[src/rtl/core/tlb_page_table_translator_assert.svh]
// ----------------------------------------------------------------------------
// tlb page table translator assertion macros
// implication checks on the core clock, disabled while reset is held
// ----------------------------------------------------------------------------
`ifndef TLB_PAGE_TABLE_TRANSLATOR_ASSERT_SVH
`define TLB_PAGE_TABLE_TRANSLATOR_ASSERT_SVH

`ifndef ASSERT_OFF

// same-cycle implication
`define TLBPT_ASSERT_IMPLY(label, clk, rst_n, ante, cons) \
    label: assert property (@(posedge clk) disable iff (!rst_n) (ante) |-> (cons)) \
        else $error("tlbpt assertion failed");

// next-cycle implication
`define TLBPT_ASSERT_NEXT(label, clk, rst_n, ante, cons) \
    label: assert property (@(posedge clk) disable iff (!rst_n) (ante) |=> (cons)) \
        else $error("tlbpt assertion failed");

`else

`define TLBPT_ASSERT_IMPLY(label, clk, rst_n, ante, cons)
`define TLBPT_ASSERT_NEXT(label, clk, rst_n, ante, cons)

`endif

`endif

[src/rtl/core/tlbpt_pkg.sv]
// ----------------------------------------------------------------------------
// tlbpt_pkg
// shared widths, defaults and inter-module structs of the address translator
// ----------------------------------------------------------------------------
`timescale 1ns / 1ps

package tlbpt_pkg;

    // field widths
    localparam int ADDR_W   = 16;
    localparam int PAGE_W   = 8;
    localparam int OFFSET_W = 8;
    localparam int FRAME_W  = 8;
    localparam int HITS_W   = 32;
    localparam int COUNT_W  = 9;

    // parameter defaults
    localparam int TLB_ENTRIES_DEF = 16;
    localparam int PAGE_COUNT_DEF  = 256;
    localparam int PAGE_BYTES_DEF  = 256;

    // tlb install command
    typedef struct packed {
        logic               en;
        logic [PAGE_W-1:0]  page;
        logic [FRAME_W-1:0] frame;
    } t_tlb_fill;

    // tlb lookup result, valid the cycle after the lookup
    typedef struct packed {
        logic               hit;
        logic [FRAME_W-1:0] frame;
    } t_tlb_result;

    // page table mapping write
    typedef struct packed {
        logic               en;
        logic [PAGE_W-1:0]  page;
        logic [FRAME_W-1:0] frame;
    } t_pt_update;

    // page table read result, valid the cycle after the read
    typedef struct packed {
        logic               mapped;
        logic [FRAME_W-1:0] frame;
    } t_pt_result;

endpackage

[src/rtl/core/tlbpt_tlb.sv]
// ----------------------------------------------------------------------------
// tlbpt_tlb
// fully associative tlb: tag and valid flops for the parallel compare, frame
// store in a registered-read memory, fifo replacement pointer
// ----------------------------------------------------------------------------
`timescale 1ns / 1ps

module tlbpt_tlb #(
    parameter int TLB_ENTRIES = tlbpt_pkg::TLB_ENTRIES_DEF
) (
    input  logic                           i_clk,
    input  logic                           i_rst_n,
    input  logic                           i_look_en,
    input  logic [tlbpt_pkg::PAGE_W-1:0]   i_look_page,
    input  tlbpt_pkg::t_tlb_fill           i_fill,
    output tlbpt_pkg::t_tlb_result         o_result
);

    localparam int TIDX_W = (TLB_ENTRIES > 1) ? $clog2(TLB_ENTRIES) : 1;

    logic [tlbpt_pkg::PAGE_W-1:0]  r_tag       [TLB_ENTRIES];
    logic [TLB_ENTRIES-1:0]        r_valid;
    logic [tlbpt_pkg::FRAME_W-1:0] r_frame_mem [TLB_ENTRIES];
    logic [TIDX_W-1:0]             r_ptr;
    logic [TIDX_W-1:0]             n_ptr;
    logic                          r_hit;
    logic [tlbpt_pkg::FRAME_W-1:0] r_rd_frame;
    logic                          w_match;
    logic [TIDX_W-1:0]             w_idx;

    // parallel tag compare, lowest matching entry wins
    always_comb begin
        w_match = 1'b0;
        w_idx   = '0;
        for (int i = TLB_ENTRIES - 1; i >= 0; i--) begin
            if (r_valid[i] && (r_tag[i] == i_look_page)) begin
                w_match = 1'b1;
                w_idx   = TIDX_W'(i);
            end
        end
    end

    // fifo pointer wraps at the entry count
    always_comb begin
        if (r_ptr == TIDX_W'(TLB_ENTRIES - 1)) begin
            n_ptr = '0;
        end else begin
            n_ptr = r_ptr + 1'b1;
        end
    end

    // control state
    always_ff @(posedge i_clk) begin
        if (!i_rst_n) begin
            r_valid <= '0;
            r_ptr   <= '0;
            r_hit   <= 1'b0;
        end else begin
            if (i_look_en) begin
                r_hit <= w_match;
            end
            if (i_fill.en) begin
                r_valid[r_ptr] <= 1'b1;
                r_ptr          <= n_ptr;
            end
        end
    end

    // tags and frame memory
    always_ff @(posedge i_clk) begin
        if (i_look_en) begin
            r_rd_frame <= r_frame_mem[w_idx];
        end
        if (i_fill.en) begin
            r_tag[r_ptr]       <= i_fill.page;
            r_frame_mem[r_ptr] <= i_fill.frame;
        end
    end

    assign o_result.hit   = r_hit;
    assign o_result.frame = r_rd_frame;

endmodule

[src/rtl/core/tlbpt_page_table.sv]
// ----------------------------------------------------------------------------
// tlbpt_page_table
// page table: frame numbers in a registered-read memory, mapped bits in flops
// cleared at reset
// ----------------------------------------------------------------------------
`timescale 1ns / 1ps

module tlbpt_page_table #(
    parameter int PAGE_COUNT = tlbpt_pkg::PAGE_COUNT_DEF
) (
    input  logic                         i_clk,
    input  logic                         i_rst_n,
    input  logic                         i_rd_en,
    input  logic [tlbpt_pkg::PAGE_W-1:0] i_rd_page,
    input  tlbpt_pkg::t_pt_update        i_update,
    output tlbpt_pkg::t_pt_result        o_result
);

    localparam int PIDX_W = $clog2(PAGE_COUNT);

    logic [PAGE_COUNT-1:0]         r_valid;
    logic [tlbpt_pkg::FRAME_W-1:0] r_mem [PAGE_COUNT];
    logic                          r_mapped;
    logic [tlbpt_pkg::FRAME_W-1:0] r_rd_frame;
    logic [PIDX_W-1:0]             w_rd_idx;
    logic [PIDX_W-1:0]             w_wr_idx;

    assign w_rd_idx = i_rd_page[PIDX_W-1:0];
    assign w_wr_idx = i_update.page[PIDX_W-1:0];

    // mapped bits
    always_ff @(posedge i_clk) begin
        if (!i_rst_n) begin
            r_valid  <= '0;
            r_mapped <= 1'b0;
        end else begin
            if (i_rd_en) begin
                r_mapped <= r_valid[w_rd_idx];
            end
            if (i_update.en) begin
                r_valid[w_wr_idx] <= 1'b1;
            end
        end
    end

    // frame memory
    always_ff @(posedge i_clk) begin
        if (i_rd_en) begin
            r_rd_frame <= r_mem[w_rd_idx];
        end
        if (i_update.en) begin
            r_mem[w_wr_idx] <= i_update.frame;
        end
    end

    assign o_result.mapped = r_mapped;
    assign o_result.frame  = r_rd_frame;

endmodule

[src/rtl/core/tlb_page_table_translator.sv]
// ----------------------------------------------------------------------------
// tlb_page_table_translator
// flow: address captured on accept, tlb and page table read in the look
//   state, result registered on leaving the resolve state; a new address is
//   taken only while idle or as the last one resolves, which an output stall holds
// reset: synchronous, clears tlb valid bits, page mapped bits, fifo pointer,
//   free frame and counters; no clearing pass, ready right after reset
// ----------------------------------------------------------------------------
`timescale 1ns / 1ps

`include "tlb_page_table_translator_assert.svh"

module tlb_page_table_translator #(
    parameter int TLB_ENTRIES = tlbpt_pkg::TLB_ENTRIES_DEF,
    parameter int PAGE_COUNT  = tlbpt_pkg::PAGE_COUNT_DEF,
    parameter int PAGE_BYTES  = tlbpt_pkg::PAGE_BYTES_DEF
) (
    input  logic                          i_clk,
    input  logic                          i_rst_n,
    input  logic                          i_in_valid,
    output logic                          o_in_stall,
    input  logic [tlbpt_pkg::ADDR_W-1:0]  i_logical_address,
    output logic                          o_out_valid,
    input  logic                          i_out_stall,
    output logic [tlbpt_pkg::ADDR_W-1:0]  o_physical_address,
    output logic                          o_tlb_hit,
    output logic                          o_page_fault,
    output logic [tlbpt_pkg::HITS_W-1:0]  o_hits_total,
    output logic [tlbpt_pkg::COUNT_W-1:0] o_faults_total
);

    typedef enum logic [2:0] {
        S_IDLE    = 3'b001,
        S_LOOK    = 3'b010,
        S_RESOLVE = 3'b100
    } t_state;

    localparam int PW = tlbpt_pkg::PAGE_W;
    localparam int FW = tlbpt_pkg::FRAME_W;
    localparam int AW = tlbpt_pkg::ADDR_W;
    localparam int RW = 2 * PW;

    t_state                        r_state;
    t_state                        n_state;
    logic [PW-1:0]                 r_page;
    logic [tlbpt_pkg::OFFSET_W-1:0] r_offset;
    logic [tlbpt_pkg::COUNT_W-1:0] r_free_next;
    logic [tlbpt_pkg::COUNT_W-1:0] r_faults;
    logic [tlbpt_pkg::HITS_W-1:0]  r_hits;
    logic                          r_out_valid;
    logic [AW-1:0]                 r_out_addr;
    logic                          r_out_hit;
    logic                          r_out_fault;

    logic                          w_in_accept;
    logic                          w_resolve_go;
    logic                          w_look_en;
    logic [PW-1:0]                 w_page;
    logic                          w_fault;
    logic [FW-1:0]                 w_frame;
    logic [AW-1:0]                 w_base;
    logic [AW:0]                   w_phys;

    tlbpt_pkg::t_tlb_fill          w_fill;
    tlbpt_pkg::t_tlb_result        w_tlb;
    tlbpt_pkg::t_pt_update         w_pt_upd;
    tlbpt_pkg::t_pt_result         w_pt;

    // page number reduced modulo the table size, restoring compare/subtract
    always_comb begin
        logic [RW-1:0] v;
        v = RW'(i_logical_address[AW-1:tlbpt_pkg::OFFSET_W]);
        for (int k = PW - 1; k >= 0; k--) begin
            if (v >= (RW'(PAGE_COUNT) << k)) begin
                v = v - (RW'(PAGE_COUNT) << k);
            end
        end
        w_page = v[PW-1:0];
    end

    // handshake
    assign w_resolve_go = (r_state == S_RESOLVE) && (!r_out_valid || !i_out_stall);
    assign o_in_stall   = !((r_state == S_IDLE) || w_resolve_go);
    assign w_in_accept  = i_in_valid && !o_in_stall;
    assign w_look_en    = (r_state == S_LOOK);

    // sequencer
    always_comb begin
        n_state = r_state;
        unique case (r_state)
            S_IDLE: begin
                if (w_in_accept) begin
                    n_state = S_LOOK;
                end
            end
            S_LOOK: begin
                n_state = S_RESOLVE;
            end
            S_RESOLVE: begin
                if (w_resolve_go) begin
                    n_state = w_in_accept ? S_LOOK : S_IDLE;
                end
            end
            default: begin
                n_state = S_IDLE;
            end
        endcase
    end

    // frame selection and write-back commands
    always_comb begin
        w_fault = !w_tlb.hit && !w_pt.mapped;
        if (w_tlb.hit) begin
            w_frame = w_tlb.frame;
        end else if (w_pt.mapped) begin
            w_frame = w_pt.frame;
        end else begin
            w_frame = r_free_next[FW-1:0];
        end
        w_fill.en      = w_resolve_go && !w_tlb.hit;
        w_fill.page    = r_page;
        w_fill.frame   = w_frame;
        w_pt_upd.en    = w_resolve_go && w_fault;
        w_pt_upd.page  = r_page;
        w_pt_upd.frame = r_free_next[FW-1:0];
    end

    // physical address, wraps to address width
    assign w_base = AW'(w_frame) * AW'(PAGE_BYTES);
    assign w_phys = {1'b0, w_base} + (AW + 1)'(r_offset);

    // control state and counters
    always_ff @(posedge i_clk) begin
        if (!i_rst_n) begin
            r_state     <= S_IDLE;
            r_free_next <= '0;
            r_faults    <= '0;
            r_hits      <= '0;
            r_out_valid <= 1'b0;
        end else begin
            r_state <= n_state;
            if (w_resolve_go) begin
                r_out_valid <= 1'b1;
                if (w_tlb.hit) begin
                    if (r_hits != '1) begin
                        r_hits <= r_hits + 1'b1;
                    end
                end else if (w_fault) begin
                    r_free_next <= r_free_next + 1'b1;
                    r_faults    <= r_faults + 1'b1;
                end
            end else if (!i_out_stall) begin
                r_out_valid <= 1'b0;
            end
        end
    end

    // address capture and result beat
    always_ff @(posedge i_clk) begin
        if (w_in_accept) begin
            r_page   <= w_page;
            r_offset <= i_logical_address[tlbpt_pkg::OFFSET_W-1:0];
        end
        if (w_resolve_go) begin
            r_out_addr  <= w_phys[AW-1:0];
            r_out_hit   <= w_tlb.hit;
            r_out_fault <= w_fault;
        end
    end

    tlbpt_tlb #(
        .TLB_ENTRIES (TLB_ENTRIES)
    ) u_tlb (
        .i_clk       (i_clk),
        .i_rst_n     (i_rst_n),
        .i_look_en   (w_look_en),
        .i_look_page (r_page),
        .i_fill      (w_fill),
        .o_result    (w_tlb)
    );

    tlbpt_page_table #(
        .PAGE_COUNT (PAGE_COUNT)
    ) u_page_table (
        .i_clk     (i_clk),
        .i_rst_n   (i_rst_n),
        .i_rd_en   (w_look_en),
        .i_rd_page (r_page),
        .i_update  (w_pt_upd),
        .o_result  (w_pt)
    );

    assign o_out_valid        = r_out_valid;
    assign o_physical_address = r_out_addr;
    assign o_tlb_hit          = r_out_hit;
    assign o_page_fault       = r_out_fault;
    assign o_hits_total       = r_hits;
    assign o_faults_total     = r_faults;

    // checks
    `TLBPT_ASSERT_NEXT(a_accept_to_look, i_clk, i_rst_n, w_in_accept, r_state == S_LOOK)
    `TLBPT_ASSERT_IMPLY(a_faults_track_frames, i_clk, i_rst_n, 1'b1, r_faults == r_free_next)
    `TLBPT_ASSERT_IMPLY(a_hit_not_fault, i_clk, i_rst_n, r_out_valid, !(r_out_hit && r_out_fault))
    `TLBPT_ASSERT_NEXT(a_fault_counts, i_clk, i_rst_n, w_resolve_go && w_fault, r_faults == $past(r_faults) + 1'b1)

endmodule

[config.mk]
export PLATFORM = sky130hd
export DESIGN_NAME = tlb_page_table_translator
export DESIGN_NICKNAME = d
export VERILOG_FILES = /design/src/rtl/core/tlbpt_pkg.sv /design/src/rtl/core/tlbpt_tlb.sv /design/src/rtl/core/tlbpt_page_table.sv /design/src/rtl/core/tlb_page_table_translator.sv
export VERILOG_INCLUDE_DIRS = /design/src /design/src/rtl/core
export SDC_FILE = /design/constraint.sdc
export NUM_CORES = 2
export LEC_CHECK = 0
export BUFFER_PORTS_ARGS = -buffer_cell sky130_fd_sc_hd__clkbuf_2
export CORE_MARGIN = 2
export CORE_UTILIZATION = 44
export DETAILED_ROUTE_END_ITERATION = 6
export GPL_ROUTABILITY_DRIVEN = 0
export PLACE_DENSITY = 0.61
export SKIP_LAST_GASP = 1
export SLEW_MARGIN = 15
export SYNTH_ARGS = -nofsm -noshare
export SYNTH_HDL_FRONTEND = slang
export SYNTH_SLANG_ARGS = --single-unit
[constraint.sdc]
create_clock -name i_clk -period 11.3 [get_ports i_clk]
set_input_delay 1.13 -clock i_clk [delete_from_list [all_inputs] [get_ports i_clk]]
set_output_delay 1.13 -clock i_clk [all_outputs]
set_load 0.05 [all_outputs]
==> qor.yml <==
start_util_pct: 44.2
dpl.hpwl_mm: 142
whs_ns: 0.413
syn-num-nets: 5002
vdd_drop_max_uv: 131
first_iter_violations: 4949
cts_resized: 0
yosysTopAreaCellShare_pct: 68.1
synthTopCellsByArea: "edfxtp_1 68%, mux4_2 16%, dfxtp_1 6.4%"
wl_mm: 247
power_frac_clock_pct: 45.1
cp-start-kind: "flip-flop"
cts_buffers: 297
worst_setup_path_end_kind: "flip-flop"
p_comb_share_pct: 2.7
nets: 5228
p_switching_mw: 4.14
dr.pass1.iters: 5
outcome: "finished clean"
worst_slack_ns: 6.01
row_count: 178
htreeDepth: 5
synth_top_cell_by_area: "edfxtp_1"
finalSetupViolations: 0
hold_viol_final: 0
dieArea_sq_um: 240000
async_reset_ff_share_pct: 0
synthFlopType: "edfxtp_1"
r2r_cells: 8
seq_power_share_pct: 52.1
cts_tree: "done"
power_density_nw_per_um2: 174
place_ws_ns: 5.84
die-width_um: 490
cp_max_fo: 121
track_usage_pct: 20.7
fmax_mhz: 189
synth.distinct_cells: 49
hold_depth: 1
grt_max_degree: 226
syn_inst: 4975
setup_tns_ns: 0
synthTopCellsByCount: "2354 x edfxtp_1, 755 x mux4_2, 331 x dfxtp_1"
die-height_um: 490
crit_type: "reg2reg"
critPathRequiredTime_ns: 11.95
clock_path_buffers: 4
io_pins: 81
postCtsSetupBuffers: 0
rsz0062_at_grt: "no"
clock_latency_ns: 0.92
areaGrowthSynthToFinish_pct: 13.1
drv_slew: 0
hold_path_class: "in2reg"
cap_violations: 0
vias: 49500
ys.warnings.count: 0
final_cell_area_sq_um: 117000
grt_overflow_total: 0
grt_pass1_wl_mm: 358
synth_edf_count: 2354
fin_skew_ns: 0.0574
wl_per_cell_um: 28.8
route.detailed.drc: 0
ys_seq_area_share_pct: 74.5
path_clk_slew_ns: 0.06
drive_above_1_share_pct: 26.2
placed_area_sq_um: 108000
relSlewSlack_pct: 15.8
leakage_nw: 36.0
power_mw: 20.4
placed_cells: 8051
clock_sinks: 2685
worst_pin_slew_ns: 1.26
p_int_mw: 16.3
switching_share_pct: 20.3
io_buffers: 80
root_buffer: "clkbuf_16"
period_share_pct: 46.8
ant_nets: 0
fin_crit_ns: 5.29
critical_path_arrival_ns: 5.94
synth_area_sq_um: 104000
synth_most_common_cell: "edfxtp_1"
core_area_sq_um: 235000
ys_ff_latch: 2685
avgSynthCellArea_sq_um: 20.9
finalNonFillerCells: 8575
antenna_found_initial: 14
via_per_inst: 5.77
cts_hold_buffers: 0
grt_pass1_vias: 50000
fin_util_pct: 50.0
fillers: 18600
## cell usage in the layout, fill, tap and decap left out, types with 6 or more instances in the layout
cell	count
o21a_1	272
nand2_1	77
mux2i_1	134
clkbuf_16	302
and2_1	46
nand4_1	29
xor2_1	57
dfxtp_4	8
inv_6	12
and3_1	10
bufinv_16	16
ha_1	7
clkbuf_8	26
clkinv_1	40
clkbuf_2	80
or3_1	13
nor2_2	9
a21boi_0	8
mux4_2	755
nand2_2	9
nor2b_1	14
xnor2_1	112
nor2_1	281
nand3_2	6
o21ai_0	21
nand3_1	37
nor4_1	7
clkbuf_1	84
and4_1	8
dfxtp_1	323
buf_12	11
nor3_1	22
buf_4	123
edfxtp_1	2354
clkinv_2	34
## worst max-delay path: stages, from the launching register on
cell      delay (ns)
edfxtp_1        0.55
buf_12          0.54
buf_4           0.67
buf_4           0.77
mux4_2          0.41
mux4_2          0.54
mux4_2          0.58
mux4_2          0.51
or2_1           0.24
## registers in the layout (all words and copies together) (netlist names), 8 cells and up
register,cells
r_offset,8
r_page,8
u_tlb.r_tag,128
u_page_table.r_rd_frame,8
u_tlb.r_rd_frame,8
u_page_table.r_mem,2048
r_free_next,8
o_physical_address,16
o_hits_total,32
u_tlb.r_frame_mem,128
u_tlb.r_valid,16
o_faults_total,9
u_page_table.r_valid,256
## final timing paths
kind                                                    to  slack, ns                  from
worst max-delay path            u_page_table.r_rd_frame[3]       6.01             r_page[1]
worst min register to register       o_physical_address[7]       0.42           r_offset[7]
worst min-delay path                           r_offset[0]       0.41  i_logical_address[0]
worst max register to register  u_page_table.r_rd_frame[3]       6.01             r_page[1]
## logic make-up (layout without fill, tap and decap cells)
group / after synthesis / after routing / synth area share [%]
DFF: 2685 / 2685 / 74.5
muxes: 894 / 894 / 17.7
and+or+nand+nor: 591 / 591 / 2.62
AOI/OAI and AO/OA: 337 / 337 / 2.36
buffers and inverters: 292 / 739 / 1.31
xor gates and xnor gates: 169 / 169 / 1.43
adders and majority gates: 7 / 7 / 0.0844
other: 0 / 3 / 0
## routing by layer
layer  vias to the layer above  GRT usage, %  share of wire, %
met5                         -             0            0.0085
met1                     26500          28.4                41
li1                      20800             -                 -
met4                         4          6.42               3.1
met3                       426          5.06               7.8
met2                      1731          32.8                48
## cell type report
cell class	instances	area, sq um	share of cell area (%)
diodes	3	7.51	0.00640
clock buffers	413	8240	7.02
clock inverters	107	945	0.805
inverters	4	15.0	0.0128
multi-input cells	1998	25300	21.6
flip-flops and latches	2685	77300	65.9
well taps	3150	3940	3.36
repair buffers	215	1580	1.35
## power by group through the flow
stage | Sequential, mW | Combinational (mW) | Clock (mW)
after floorplan | 10.9 | 0.397 | 0
after global placement | 10.9 | 0.571 | 0
after detailed placement | 10.9 | 0.571 | 0
after CTS | 10.7 | 0.573 | 9.37
after global routing | 10.6 | 0.595 | 9.76
final | 10.7 | 0.560 | 9.22
(Power assumes the default switching activity.)
